`config.mk`:
```
export PLATFORM = sky130hd
export DESIGN_NAME = write_combine_region_manager_top
export DESIGN_NICKNAME = d
export VERILOG_FILES = /design/src/rtl/core/wcrm_pkg.sv /design/src/rtl/core/wcrm_datapath.sv /design/src/rtl/core/wcrm_ctrl.sv /design/src/rtl/core/write_combine_region_manager_top.sv
export VERILOG_INCLUDE_DIRS = /design/src /design/src/rtl/core
export SDC_FILE = /design/constraint.sdc
export NUM_CORES = 1
export LEC_CHECK = 0
export ABC_AREA = 1
export BUFFER_PORTS_ARGS = -buffer_cell sky130_fd_sc_hd__buf_2
export CORE_ASPECT_RATIO = 1.2
export CORE_MARGIN = 2
export CORE_UTILIZATION = 55
export CTS_CLUSTER_SIZE = 16
export DETAILED_ROUTE_END_ITERATION = 10
export HOLD_SLACK_MARGIN = 0.1
export PLACE_DENSITY = 0.73
export SYNTH_ARGS = -nofsm -noshare
export SYNTH_HDL_FRONTEND = slang
export SYNTH_SLANG_ARGS = --single-unit
```
`constraint.sdc`:
```
create_clock -name clock -period 9.3 [get_ports clock]
set_input_delay 0.93 -clock clock [delete_from_list [all_inputs] [get_ports clock]]
set_output_delay 0.93 -clock clock [all_outputs]
set_load 0.02 [all_outputs]
```
`src/rtl/core/write_combine_region_manager_top_defines.svh`:
```
`ifndef WRITE_COMBINE_REGION_MANAGER_TOP_DEFINES_SVH
`define WRITE_COMBINE_REGION_MANAGER_TOP_DEFINES_SVH

// same-cycle implication
`define WCRM_ASSERT_IMPL(label, clk, rst, ante, cons) \
   label: assert property (@(posedge clk) disable iff (rst) (ante) |-> (cons)) \
      else $error("wcrm assertion failed");

// next-cycle implication
`define WCRM_ASSERT_NEXT(label, clk, rst, ante, cons) \
   label: assert property (@(posedge clk) disable iff (rst) (ante) |=> (cons)) \
      else $error("wcrm assertion failed");

`endif

```
`src/rtl/core/wcrm_pkg.sv`:
```
package wcrm_pkg;

   localparam int REGION_SLOTS_DEF = 2;

   localparam logic [31:0] MIN_SIZE = 32'h0002_0000;

   // item commands
   localparam logic CMD_INIT = 1'b0;
   localparam logic CMD_SET  = 1'b1;

   // cache types
   localparam logic [1:0] CT_NONCACHED = 2'd0;
   localparam logic [1:0] CT_CACHED    = 2'd1;
   localparam logic [1:0] CT_WC        = 2'd2;
   localparam logic [1:0] CT_OTHER     = 2'd3;

   // result status
   localparam logic [1:0] ST_OK      = 2'd0;
   localparam logic [1:0] ST_NO_FREE = 2'd1;
   localparam logic [1:0] ST_NOT_SUP = 2'd2;
   localparam logic [1:0] ST_INVALID = 2'd3;

   typedef logic [3:0] op_type;

   // datapath operations
   localparam op_type OP_NONE      = 4'd0;
   localparam op_type OP_LOAD      = 4'd1;
   localparam op_type OP_ADOPT_LO  = 4'd2;
   localparam op_type OP_ADOPT_HI  = 4'd3;
   localparam op_type OP_SCAN_A    = 4'd4;
   localparam op_type OP_SCAN_B    = 4'd5;
   localparam op_type OP_MERGE     = 4'd6;
   localparam op_type OP_NEXT_SLOT = 4'd7;
   localparam op_type OP_ALLOC     = 4'd8;
   localparam op_type OP_NO_FREE   = 4'd9;
   localparam op_type OP_NOT_SUP   = 4'd10;
   localparam op_type OP_REBUILD   = 4'd11;
   localparam op_type OP_RESPOND   = 4'd12;

   typedef struct packed {
      op_type op;
   } dp_cmd_type;

   typedef struct packed {
      logic is_init;
      logic is_wc;
      logic hit;
      logic merge_ok;
      logic new_legal;
      logic alloc_ok;
      logic last_slot;
   } dp_sts_type;

endpackage

```
`src/rtl/core/wcrm_datapath.sv`:
```
module wcrm_datapath #(
   parameter int REGION_SLOTS = wcrm_pkg::REGION_SLOTS_DEF
) (
   input  logic                   clock,
   input  logic                   reset,
   input  wcrm_pkg::dp_cmd_type   cmd,
   output wcrm_pkg::dp_sts_type   sts,
   input  logic                   req_cmd,
   input  logic [31:0]            req_base_address,
   input  logic [31:0]            req_range_size,
   input  logic [1:0]             req_cache_type,
   input  logic [63:0]            req_firmware_image,
   output logic [1:0]             rsp_status,
   output logic [63:0]            rsp_register_image,
   output logic                   rsp_image_written
);

   localparam int SLOT_W = (REGION_SLOTS > 1) ? $clog2(REGION_SLOTS) : 1;

   function automatic logic legal_size(input logic [31:0] s);
      return (s >= wcrm_pkg::MIN_SIZE) && ((s & (s - 32'd1)) == 32'd0);
   endfunction

   function automatic logic [3:0] ctz15(input logic [14:0] m);
      logic [3:0] n;
      n = '0;
      for (int k = 14; k >= 0; k--) begin
         if (m[k]) n = 4'(k);
      end
      return n;
   endfunction

   // item registers
   logic              cmd_ff, cmd_in;
   logic [1:0]        ctype_ff, ctype_in;
   logic [31:0]       base_ff, base_in;
   logic [31:0]       size_ff, size_in;
   logic [31:0]       ne_ff, ne_in;
   logic [SLOT_W-1:0] slot_ff, slot_in;
   logic              hit_ff, hit_in;
   logic [31:0]       cb_ff, cb_in;
   logic [31:0]       cmax_ff, cmax_in;
   logic [31:0]       cs_ff, cs_in;
   logic [1:0]        status_ff, status_in;
   logic              wrote_ff, wrote_in;

   // region table and image
   logic [REGION_SLOTS-1:0] valid_ff, valid_in;
   logic [REGION_SLOTS-1:0] fw_ff, fw_in;
   logic [31:0]             ebase_ff [REGION_SLOTS];
   logic [31:0]             ebase_in [REGION_SLOTS];
   logic [31:0]             elen_ff [REGION_SLOTS];
   logic [31:0]             elen_in [REGION_SLOTS];
   logic [1:0]              riu_ff, riu_in;
   logic [63:0]             image_ff, image_in;

   // result registers
   logic [1:0]  rsp_status_ff, rsp_status_in;
   logic [63:0] rsp_image_ff, rsp_image_in;
   logic        rsp_wrote_ff, rsp_wrote_in;

   // slot picker
   logic              pick_ok;
   logic [SLOT_W-1:0] pick_idx;

   always_comb begin
      pick_ok  = 1'b0;
      pick_idx = '0;
      for (int i = 0; i < REGION_SLOTS; i++) begin
         if (!pick_ok) begin
            if (riu_ff >= 2'd2 ? fw_ff[i] : !valid_ff[i]) begin
               pick_ok  = 1'b1;
               pick_idx = SLOT_W'(i);
            end
         end
      end
   end

   // half being adopted at init
   logic [31:0] adopt_half;
   logic [14:0] adopt_mask;
   logic        adopt_en;
   logic [31:0] adopt_len;

   assign adopt_half = (cmd.op == wcrm_pkg::OP_ADOPT_HI) ? image_ff[63:32] : image_ff[31:0];
   assign adopt_mask = adopt_half[16:2];
   assign adopt_en   = (adopt_half[1:0] == wcrm_pkg::CT_WC) && (adopt_mask != 15'd0);
   assign adopt_len  = wcrm_pkg::MIN_SIZE << ctz15(adopt_mask);

   // scan of the current slot
   logic [31:0] rb, re;
   assign rb = ebase_ff[slot_ff];
   assign re = rb + elen_ff[slot_ff];

   // image rebuild from the table
   logic [63:0] rebuilt;
   always_comb begin
      logic [1:0][31:0] half;
      logic [1:0]       used;
      logic [31:0]      neg;
      half[0] = {image_ff[31:2], 2'b00};
      half[1] = {image_ff[63:34], 2'b00};
      used    = '0;
      neg     = '0;
      for (int i = 0; i < REGION_SLOTS; i++) begin
         if (valid_ff[i] && (used < 2'd2)) begin
            neg = 32'd0 - elen_ff[i];
            half[used[0]] = {ebase_ff[i][31:17], neg[31:17], wcrm_pkg::CT_WC};
            used = used + 2'd1;
         end
      end
      rebuilt = {half[1], half[0]};
   end

   always_comb begin
      cmd_in        = cmd_ff;
      ctype_in      = ctype_ff;
      base_in       = base_ff;
      size_in       = size_ff;
      ne_in         = ne_ff;
      slot_in       = slot_ff;
      hit_in        = hit_ff;
      cb_in         = cb_ff;
      cmax_in       = cmax_ff;
      cs_in         = cs_ff;
      status_in     = status_ff;
      wrote_in      = wrote_ff;
      valid_in      = valid_ff;
      fw_in         = fw_ff;
      ebase_in      = ebase_ff;
      elen_in       = elen_ff;
      riu_in        = riu_ff;
      image_in      = image_ff;
      rsp_status_in = rsp_status_ff;
      rsp_image_in  = rsp_image_ff;
      rsp_wrote_in  = rsp_wrote_ff;

      unique case (cmd.op)
         wcrm_pkg::OP_NONE: begin
         end
         wcrm_pkg::OP_LOAD: begin
            cmd_in   = req_cmd;
            ctype_in = req_cache_type;
            base_in  = req_base_address;
            size_in  = req_range_size;
            ne_in    = req_base_address + req_range_size;
            slot_in  = '0;
            wrote_in = 1'b0;
            if (req_cmd == wcrm_pkg::CMD_INIT) begin
               status_in = wcrm_pkg::ST_OK;
               valid_in  = '0;
               fw_in     = '0;
               riu_in    = '0;
               image_in  = req_firmware_image;
            end else begin
               case (req_cache_type)
                  wcrm_pkg::CT_CACHED: status_in = wcrm_pkg::ST_NOT_SUP;
                  wcrm_pkg::CT_OTHER:  status_in = wcrm_pkg::ST_INVALID;
                  default:             status_in = wcrm_pkg::ST_OK;
               endcase
            end
         end
         wcrm_pkg::OP_ADOPT_LO, wcrm_pkg::OP_ADOPT_HI: begin
            if (adopt_en && pick_ok) begin
               valid_in[pick_idx] = 1'b1;
               fw_in[pick_idx]    = 1'b1;
               ebase_in[pick_idx] = {adopt_half[31:17], 17'd0};
               elen_in[pick_idx]  = adopt_len;
               if (riu_ff < 2'd2) riu_in = riu_ff + 2'd1;
            end
         end
         wcrm_pkg::OP_SCAN_A: begin
            hit_in  = valid_ff[slot_ff] &&
                      (((rb >= base_ff) && (rb <= ne_ff)) || ((base_ff <= re) && (base_ff >= rb)));
            cb_in   = (rb < base_ff) ? rb : base_ff;
            cmax_in = (re > ne_ff) ? re : ne_ff;
         end
         wcrm_pkg::OP_SCAN_B: begin
            cs_in = cmax_ff - cb_ff;
         end
         wcrm_pkg::OP_MERGE: begin
            ebase_in[slot_ff] = cb_ff;
            elen_in[slot_ff]  = cs_ff;
            fw_in[slot_ff]    = 1'b0;
         end
         wcrm_pkg::OP_NEXT_SLOT: begin
            slot_in = slot_ff + SLOT_W'(1);
         end
         wcrm_pkg::OP_ALLOC: begin
            valid_in[pick_idx] = 1'b1;
            fw_in[pick_idx]    = 1'b0;
            ebase_in[pick_idx] = base_ff;
            elen_in[pick_idx]  = size_ff;
            if (riu_ff < 2'd2) riu_in = riu_ff + 2'd1;
         end
         wcrm_pkg::OP_NO_FREE: begin
            status_in = wcrm_pkg::ST_NO_FREE;
         end
         wcrm_pkg::OP_NOT_SUP: begin
            status_in = wcrm_pkg::ST_NOT_SUP;
         end
         wcrm_pkg::OP_REBUILD: begin
            image_in  = rebuilt;
            wrote_in  = 1'b1;
            status_in = wcrm_pkg::ST_OK;
         end
         wcrm_pkg::OP_RESPOND: begin
            rsp_status_in = status_ff;
            rsp_image_in  = image_ff;
            rsp_wrote_in  = wrote_ff;
         end
         default: begin
         end
      endcase
   end

   always_ff @(posedge clock) begin
      cmd_ff        <= cmd_in;
      ctype_ff      <= ctype_in;
      base_ff       <= base_in;
      size_ff       <= size_in;
      ne_ff         <= ne_in;
      slot_ff       <= slot_in;
      hit_ff        <= hit_in;
      cb_ff         <= cb_in;
      cmax_ff       <= cmax_in;
      cs_ff         <= cs_in;
      status_ff     <= status_in;
      wrote_ff      <= wrote_in;
      ebase_ff      <= ebase_in;
      elen_ff       <= elen_in;
      rsp_status_ff <= rsp_status_in;
      rsp_image_ff  <= rsp_image_in;
      rsp_wrote_ff  <= rsp_wrote_in;
      if (reset) begin
         valid_ff <= '0;
         fw_ff    <= '0;
         riu_ff   <= '0;
         image_ff <= '0;
      end else begin
         valid_ff <= valid_in;
         fw_ff    <= fw_in;
         riu_ff   <= riu_in;
         image_ff <= image_in;
      end
   end

   assign sts.is_init   = (cmd_ff == wcrm_pkg::CMD_INIT);
   assign sts.is_wc     = (ctype_ff == wcrm_pkg::CT_WC);
   assign sts.hit       = hit_ff;
   assign sts.merge_ok  = legal_size(cs_ff) && ((cb_ff & (cs_ff - 32'd1)) == 32'd0);
   assign sts.new_legal = legal_size(size_ff) && ((base_ff & (size_ff - 32'd1)) == 32'd0);
   assign sts.alloc_ok  = pick_ok;
   assign sts.last_slot = (slot_ff == SLOT_W'(REGION_SLOTS - 1));

   assign rsp_status         = rsp_status_ff;
   assign rsp_register_image = rsp_image_ff;
   assign rsp_image_written  = rsp_wrote_ff;

endmodule

```
`src/rtl/core/wcrm_ctrl.sv`:
```
module wcrm_ctrl (
   input  logic                 clock,
   input  logic                 reset,
   input  logic                 req_valid,
   output logic                 req_stall,
   output logic                 rsp_valid,
   input  logic                 rsp_stall,
   output wcrm_pkg::dp_cmd_type cmd,
   input  wcrm_pkg::dp_sts_type sts
);

   localparam logic [3:0] S_IDLE     = 4'd0;
   localparam logic [3:0] S_DECODE   = 4'd1;
   localparam logic [3:0] S_ADOPT_LO = 4'd2;
   localparam logic [3:0] S_ADOPT_HI = 4'd3;
   localparam logic [3:0] S_SCAN_A   = 4'd4;
   localparam logic [3:0] S_SCAN_B   = 4'd5;
   localparam logic [3:0] S_SCAN_C   = 4'd6;
   localparam logic [3:0] S_NEW_CHK  = 4'd7;
   localparam logic [3:0] S_ALLOC    = 4'd8;
   localparam logic [3:0] S_REBUILD  = 4'd9;
   localparam logic [3:0] S_DONE     = 4'd10;

   logic [3:0] state_ff, state_in;
   logic       rsp_valid_ff, rsp_valid_in;

   always_comb begin
      state_in     = state_ff;
      cmd.op       = wcrm_pkg::OP_NONE;
      rsp_valid_in = rsp_valid_ff && rsp_stall;

      unique case (state_ff)
         S_IDLE: begin
            if (req_valid) begin
               cmd.op   = wcrm_pkg::OP_LOAD;
               state_in = S_DECODE;
            end
         end
         S_DECODE: begin
            if (sts.is_init)    state_in = S_ADOPT_LO;
            else if (sts.is_wc) state_in = S_SCAN_A;
            else                state_in = S_DONE;
         end
         S_ADOPT_LO: begin
            cmd.op   = wcrm_pkg::OP_ADOPT_LO;
            state_in = S_ADOPT_HI;
         end
         S_ADOPT_HI: begin
            cmd.op   = wcrm_pkg::OP_ADOPT_HI;
            state_in = S_DONE;
         end
         S_SCAN_A: begin
            cmd.op   = wcrm_pkg::OP_SCAN_A;
            state_in = S_SCAN_B;
         end
         S_SCAN_B: begin
            if (sts.hit) begin
               cmd.op   = wcrm_pkg::OP_SCAN_B;
               state_in = S_SCAN_C;
            end else if (sts.last_slot) begin
               state_in = S_NEW_CHK;
            end else begin
               cmd.op   = wcrm_pkg::OP_NEXT_SLOT;
               state_in = S_SCAN_A;
            end
         end
         S_SCAN_C: begin
            if (sts.merge_ok) begin
               cmd.op   = wcrm_pkg::OP_MERGE;
               state_in = S_REBUILD;
            end else if (sts.last_slot) begin
               state_in = S_NEW_CHK;
            end else begin
               cmd.op   = wcrm_pkg::OP_NEXT_SLOT;
               state_in = S_SCAN_A;
            end
         end
         S_NEW_CHK: begin
            if (sts.new_legal) begin
               state_in = S_ALLOC;
            end else begin
               cmd.op   = wcrm_pkg::OP_NOT_SUP;
               state_in = S_DONE;
            end
         end
         S_ALLOC: begin
            if (sts.alloc_ok) begin
               cmd.op   = wcrm_pkg::OP_ALLOC;
               state_in = S_REBUILD;
            end else begin
               cmd.op   = wcrm_pkg::OP_NO_FREE;
               state_in = S_DONE;
            end
         end
         S_REBUILD: begin
            cmd.op   = wcrm_pkg::OP_REBUILD;
            state_in = S_DONE;
         end
         S_DONE: begin
            // wait for the result register to free up
            if (!rsp_valid_ff || !rsp_stall) begin
               cmd.op       = wcrm_pkg::OP_RESPOND;
               rsp_valid_in = 1'b1;
               state_in     = S_IDLE;
            end
         end
         default: begin
            state_in = S_IDLE;
         end
      endcase
   end

   always_ff @(posedge clock) begin
      if (reset) begin
         state_ff     <= S_IDLE;
         rsp_valid_ff <= 1'b0;
      end else begin
         state_ff     <= state_in;
         rsp_valid_ff <= rsp_valid_in;
      end
   end

   assign req_stall = (state_ff != S_IDLE);
   assign rsp_valid = rsp_valid_ff;

endmodule

```
`src/rtl/core/write_combine_region_manager_top.sv`:
```
// Write-combine requests run up to two slot scans of up to 3 steps each, then a merge
// or a size check and allocation, and an image rebuild in the sequencer.
// Throughput: one item at a time; the next item is taken the cycle after a result
// is registered, even while that result is still stalled.
// Reset clears the region table valid and firmware bits, the usage count and image.
`include "write_combine_region_manager_top_defines.svh"

module write_combine_region_manager_top #(
   parameter int REGION_SLOTS = wcrm_pkg::REGION_SLOTS_DEF
) (
   input  logic        clock,
   input  logic        reset,
   input  logic        req_valid,
   output logic        req_stall,
   input  logic        req_cmd,
   input  logic [31:0] req_base_address,
   input  logic [31:0] req_range_size,
   input  logic [1:0]  req_cache_type,
   input  logic [63:0] req_firmware_image,
   output logic        rsp_valid,
   input  logic        rsp_stall,
   output logic [1:0]  rsp_status,
   output logic [63:0] rsp_register_image,
   output logic        rsp_image_written
);

   wcrm_pkg::dp_cmd_type dp_cmd;
   wcrm_pkg::dp_sts_type dp_sts;

   wcrm_ctrl u_ctrl (
      .clock     (clock),
      .reset     (reset),
      .req_valid (req_valid),
      .req_stall (req_stall),
      .rsp_valid (rsp_valid),
      .rsp_stall (rsp_stall),
      .cmd       (dp_cmd),
      .sts       (dp_sts)
   );

   wcrm_datapath #(
      .REGION_SLOTS (REGION_SLOTS)
   ) u_datapath (
      .clock              (clock),
      .reset              (reset),
      .cmd                (dp_cmd),
      .sts                (dp_sts),
      .req_cmd            (req_cmd),
      .req_base_address   (req_base_address),
      .req_range_size     (req_range_size),
      .req_cache_type     (req_cache_type),
      .req_firmware_image (req_firmware_image),
      .rsp_status         (rsp_status),
      .rsp_register_image (rsp_register_image),
      .rsp_image_written  (rsp_image_written)
   );

   `WCRM_ASSERT_NEXT(a_busy_after_accept, clock, reset, req_valid && !req_stall, req_stall)
   `WCRM_ASSERT_IMPL(a_no_result_overrun, clock, reset, dp_cmd.op == wcrm_pkg::OP_RESPOND, !rsp_valid || !rsp_stall)
   `WCRM_ASSERT_IMPL(a_written_is_ok, clock, reset, rsp_valid && rsp_image_written, rsp_status == wcrm_pkg::ST_OK)

endmodule
```
==> results.ini <==
[place]
hpwl_um = 87800
gp_congestion = 1.02
numPortBuffers = 203

[yosys]
syn_inst = 4008
avgSynthCellArea_um2 = 8.12
async_flop_share_pct = 0
synth.top_cell.area_share_pct = 36.4
syn_nets = 4432
synth_edf_count = 395
synth.area.top_cells = edfxtp_1 36%, ha_1 11%, nand2_1 9.4%
ys_warn_count = 0
ys_seq_elements = 470
synth_ff_type = edfxtp_1
synth_cell_types = 65
yosys.area.top_type = edfxtp_1
syn_area_um2 = 32600
synth-seq-area-share_pct = 41.0

[clocking]
clkLatencyLatePin_ns = 0.63
max-clock-path-buffers = 3
clkTransAtPathRegs_ns = 0.07
cts_sinks = 470
cts_root_buffer = clkbuf_16
cts_buffers = 51
htreeDepth = 2
hold_buffers = 0
cts.repair.resized = 0
cts_setup_buffers = 0
cts_tree = built

[timing]
fin_skew_ns = 0.0379
finalMaxSlewViolations = 0
setup_viol = 0
post-route-period-util_pct = 69.4
fmax_mhz = 155
rsz0062_at_grt = no
min_period_ns = 6.46
relSlewSlack_pct = 20.8
tightestPinTransition_ns = 1.19
hold_violations = 0
tns_ns = 0

[drt]
firstDrtPassIters = 8
ant_nets = 0
drt-initial-drc-count = 3164
via_per_inst = 6.00
wl_um = 113000
avgRoutedWirePerCell_um = 22.8
vias = 29800
drcViolationCount = 0

[worst_setup_path]
crit_required_ns = 9.68
endpoint_kind = register
cp_max_fo = 80
r2r-start = u_datapath.slot_ff$_DFFE_PP_
start_kind = register
crit_type = register to register
setup.worst_path.start = u_datapath.slot_ff$_DFFE_PP_
cp_data_arrival_time_ns = 6.83

[run]
cap_violations = 0

[power_and_ir_drop]
power_density_nw_per_um2 = 347
p_leak_nw = 15.5
ir_drop_mv = 0.367

[global_routing]
grt_max_degree = 101
overflow = 0
grt.total_usage_pct = 36.6
grt_pass1_vias = 27800
grt_pass1_wl_um = 168000
antenna_found_initial = 1

[floorplan]
die_y_um = 271
core_area_um2 = 58500
die_area_um2 = 61200
start_util_pct = 55.7
placementRows = 97
die_w_um = 226
io_pins = 204

[outcome]
status = finished, final reports clean

[min_path]
hold_path_startpoint = u_datapath.wrote_ff$_DFFE_PP_
min_path_type = register to register

[final_layout]
utilization_pct = 61.3
fin_nets = 4567
area_delta_synth_final_pct = 10.0
layout-drive-gt1-share_pct = 9.65

## synth_stat cells (9+ instances only)
cell	number
nand2_1	815
inv_1	471
o21ai_0	456
edfxtp_1	395
nor2_1	290
ha_1	286
a21oi_1	265
nand3_1	179
clkbuf_1	113
o22ai_1	95
o211ai_1	80
dfxtp_1	75
xor2_1	66
nand4_1	52
nor3_1	39
nor4_1	32
xnor2_1	25
buf_2	24
a221oi_1	20
buf_1	20
a32o_1	17
nor2_2	16
o21bai_1	15
a31oi_1	14
o21ai_2	13
a21o_1	12
nand2_2	10
inv_2	9
## worst max-delay path: stages, from the launching register on
cell	delay, ns
edfxtp_1	0.32
buf_4	0.44
buf_4	0.71
o21ai_0	0.50
ha_1	0.51
nand2_1	0.15
nor4_1	0.43
nand3_1	0.15
nand3_1	0.15
nand2_1	0.08
o211ai_1	0.15
a21oi_1	0.13
xnor2_1	0.28
inv_1	0.08
ha_1	0.29
nand2_1	0.05
inv_1	0.07
nand3_1	0.10
inv_1	0.07
nand4_1	0.11
nor4_1	0.34
nand3_1	0.14
nand2_1	0.10
buf_4	0.45
inv_1	0.21
nand2_1	0.09
o21ai_0	0.07
## per-layer routing
layer | global-route usage, % | up-vias | part of all wire [%]
met5 | 0 | - | 0
met4 | 29.8 | 0 | 9.8
met3 | 5.45 | 360 | 7.6
met2 | 59.6 | 1456 | 46
met1 | 42.6 | 13800 | 36
li1 | - | 14300 | -
## per-stage QoR
step / instances / instance area, um^2 / power [mW] / setup WS (ns) / hold slack (ns)
2_1_floorplan: 4008 / 32600 / 8.25 / 2.66 / 0.400
3_3_place_gp: 4882 / 34300 / 10.2 / 3.21 / 0.401
3_5_place_dp: 4882 / 34300 / 10.3 / 3.04 / 0.405
4_1_cts: 4977 / 35800 / 12.3 / 3.03 / 0.419
5_1_grt: 4978 / 35800 / 13.3 / 2.27 / 0.430
6_report: 4978 / 35800 / 12.4 / 2.84 / 0.420
## sequential cells by signal (all words and copies together) (netlist names), 63 cells and up, named ones only
register and flops:
u_datapath.ebase_ff 64, u_datapath.image_ff 63, u_datapath.elen_ff 64, u_datapath.rsp_register_image 64
## cell usage in the layout (no fill, tap or decap), drive strengths merged, types with 2 or more instances in the layout
master | Yosys | layout
a2111oi | 3 | 3
a211oi | 8 | 8
a21boi | 4 | 4
a21o | 12 | 12
a21oi | 267 | 267
a221oi | 20 | 20
a311oi | 3 | 3
a31o | 2 | 2
a31oi | 14 | 14
a32o | 17 | 17
buf | 47 | 242
bufinv | 0 | 2
clkbuf | 113 | 64
clkinv | 2 | 25
clkinvlp | 0 | 3
dfxtp | 75 | 75
edfxtp | 395 | 395
fa | 3 | 3
ha | 286 | 286
inv | 480 | 483
mux2 | 6 | 6
nand2 | 829 | 829
nand3 | 183 | 183
nand3b | 4 | 4
nand4 | 52 | 52
nor2 | 310 | 310
nor3 | 42 | 42
nor4 | 32 | 32
o211ai | 80 | 80
o21a | 8 | 8
o21ai | 474 | 474
o21bai | 15 | 15
o221ai | 8 | 8
o22ai | 95 | 95
o31ai | 8 | 8
o32ai | 3 | 3
or2 | 5 | 5
or3 | 5 | 5
xnor2 | 25 | 25
xor2 | 66 | 66
## cell type report
type	count	area [um^2]
sequential	470	13400
inverter	482	1820
clock inverter	31	215
fill	5345	22700
timing repair buffer	242	1310
clock buffer	64	1330
tap	792	991
multi-input combinational	2896	16800
antenna	1	2.50
## logic make-up (layout without fill, tap and decap cells)
kind of cell | Yosys count | after routing | synth area share (%)
simple gates | 1465 | 1465 | 19.1
flops | 470 | 470 | 41.0
compound gates | 1045 | 1045 | 18.5
buf+inv | 642 | 819 | 7.57
other cells | 0 | 1 | 0
fa+ha+maj | 289 | 289 | 11.2
mux | 6 | 6 | 0.207
xor+xnor | 91 | 91 | 2.45
## worst paths after layout
check,slack [ns],end,depth (start not counted)
setup / recovery,2.84,u_datapath.cmax_ff[18]$_DFFE_PN_,26
hold / removal,0.42,u_datapath.rsp_image_written$_DFFE_PN_,0
setup reg to reg,2.84,u_datapath.cmax_ff[18]$_DFFE_PN_,26
hold reg to reg,0.42,u_datapath.rsp_image_written$_DFFE_PN_,0
## where the power goes
group	internal (mW)	switching, mW
sequential	3.15	0.504
combinational	2.09	4.74
clock	1.07	0.886
total	6.30	6.13
No activity file was read; power rests on OpenSTA's default activity.
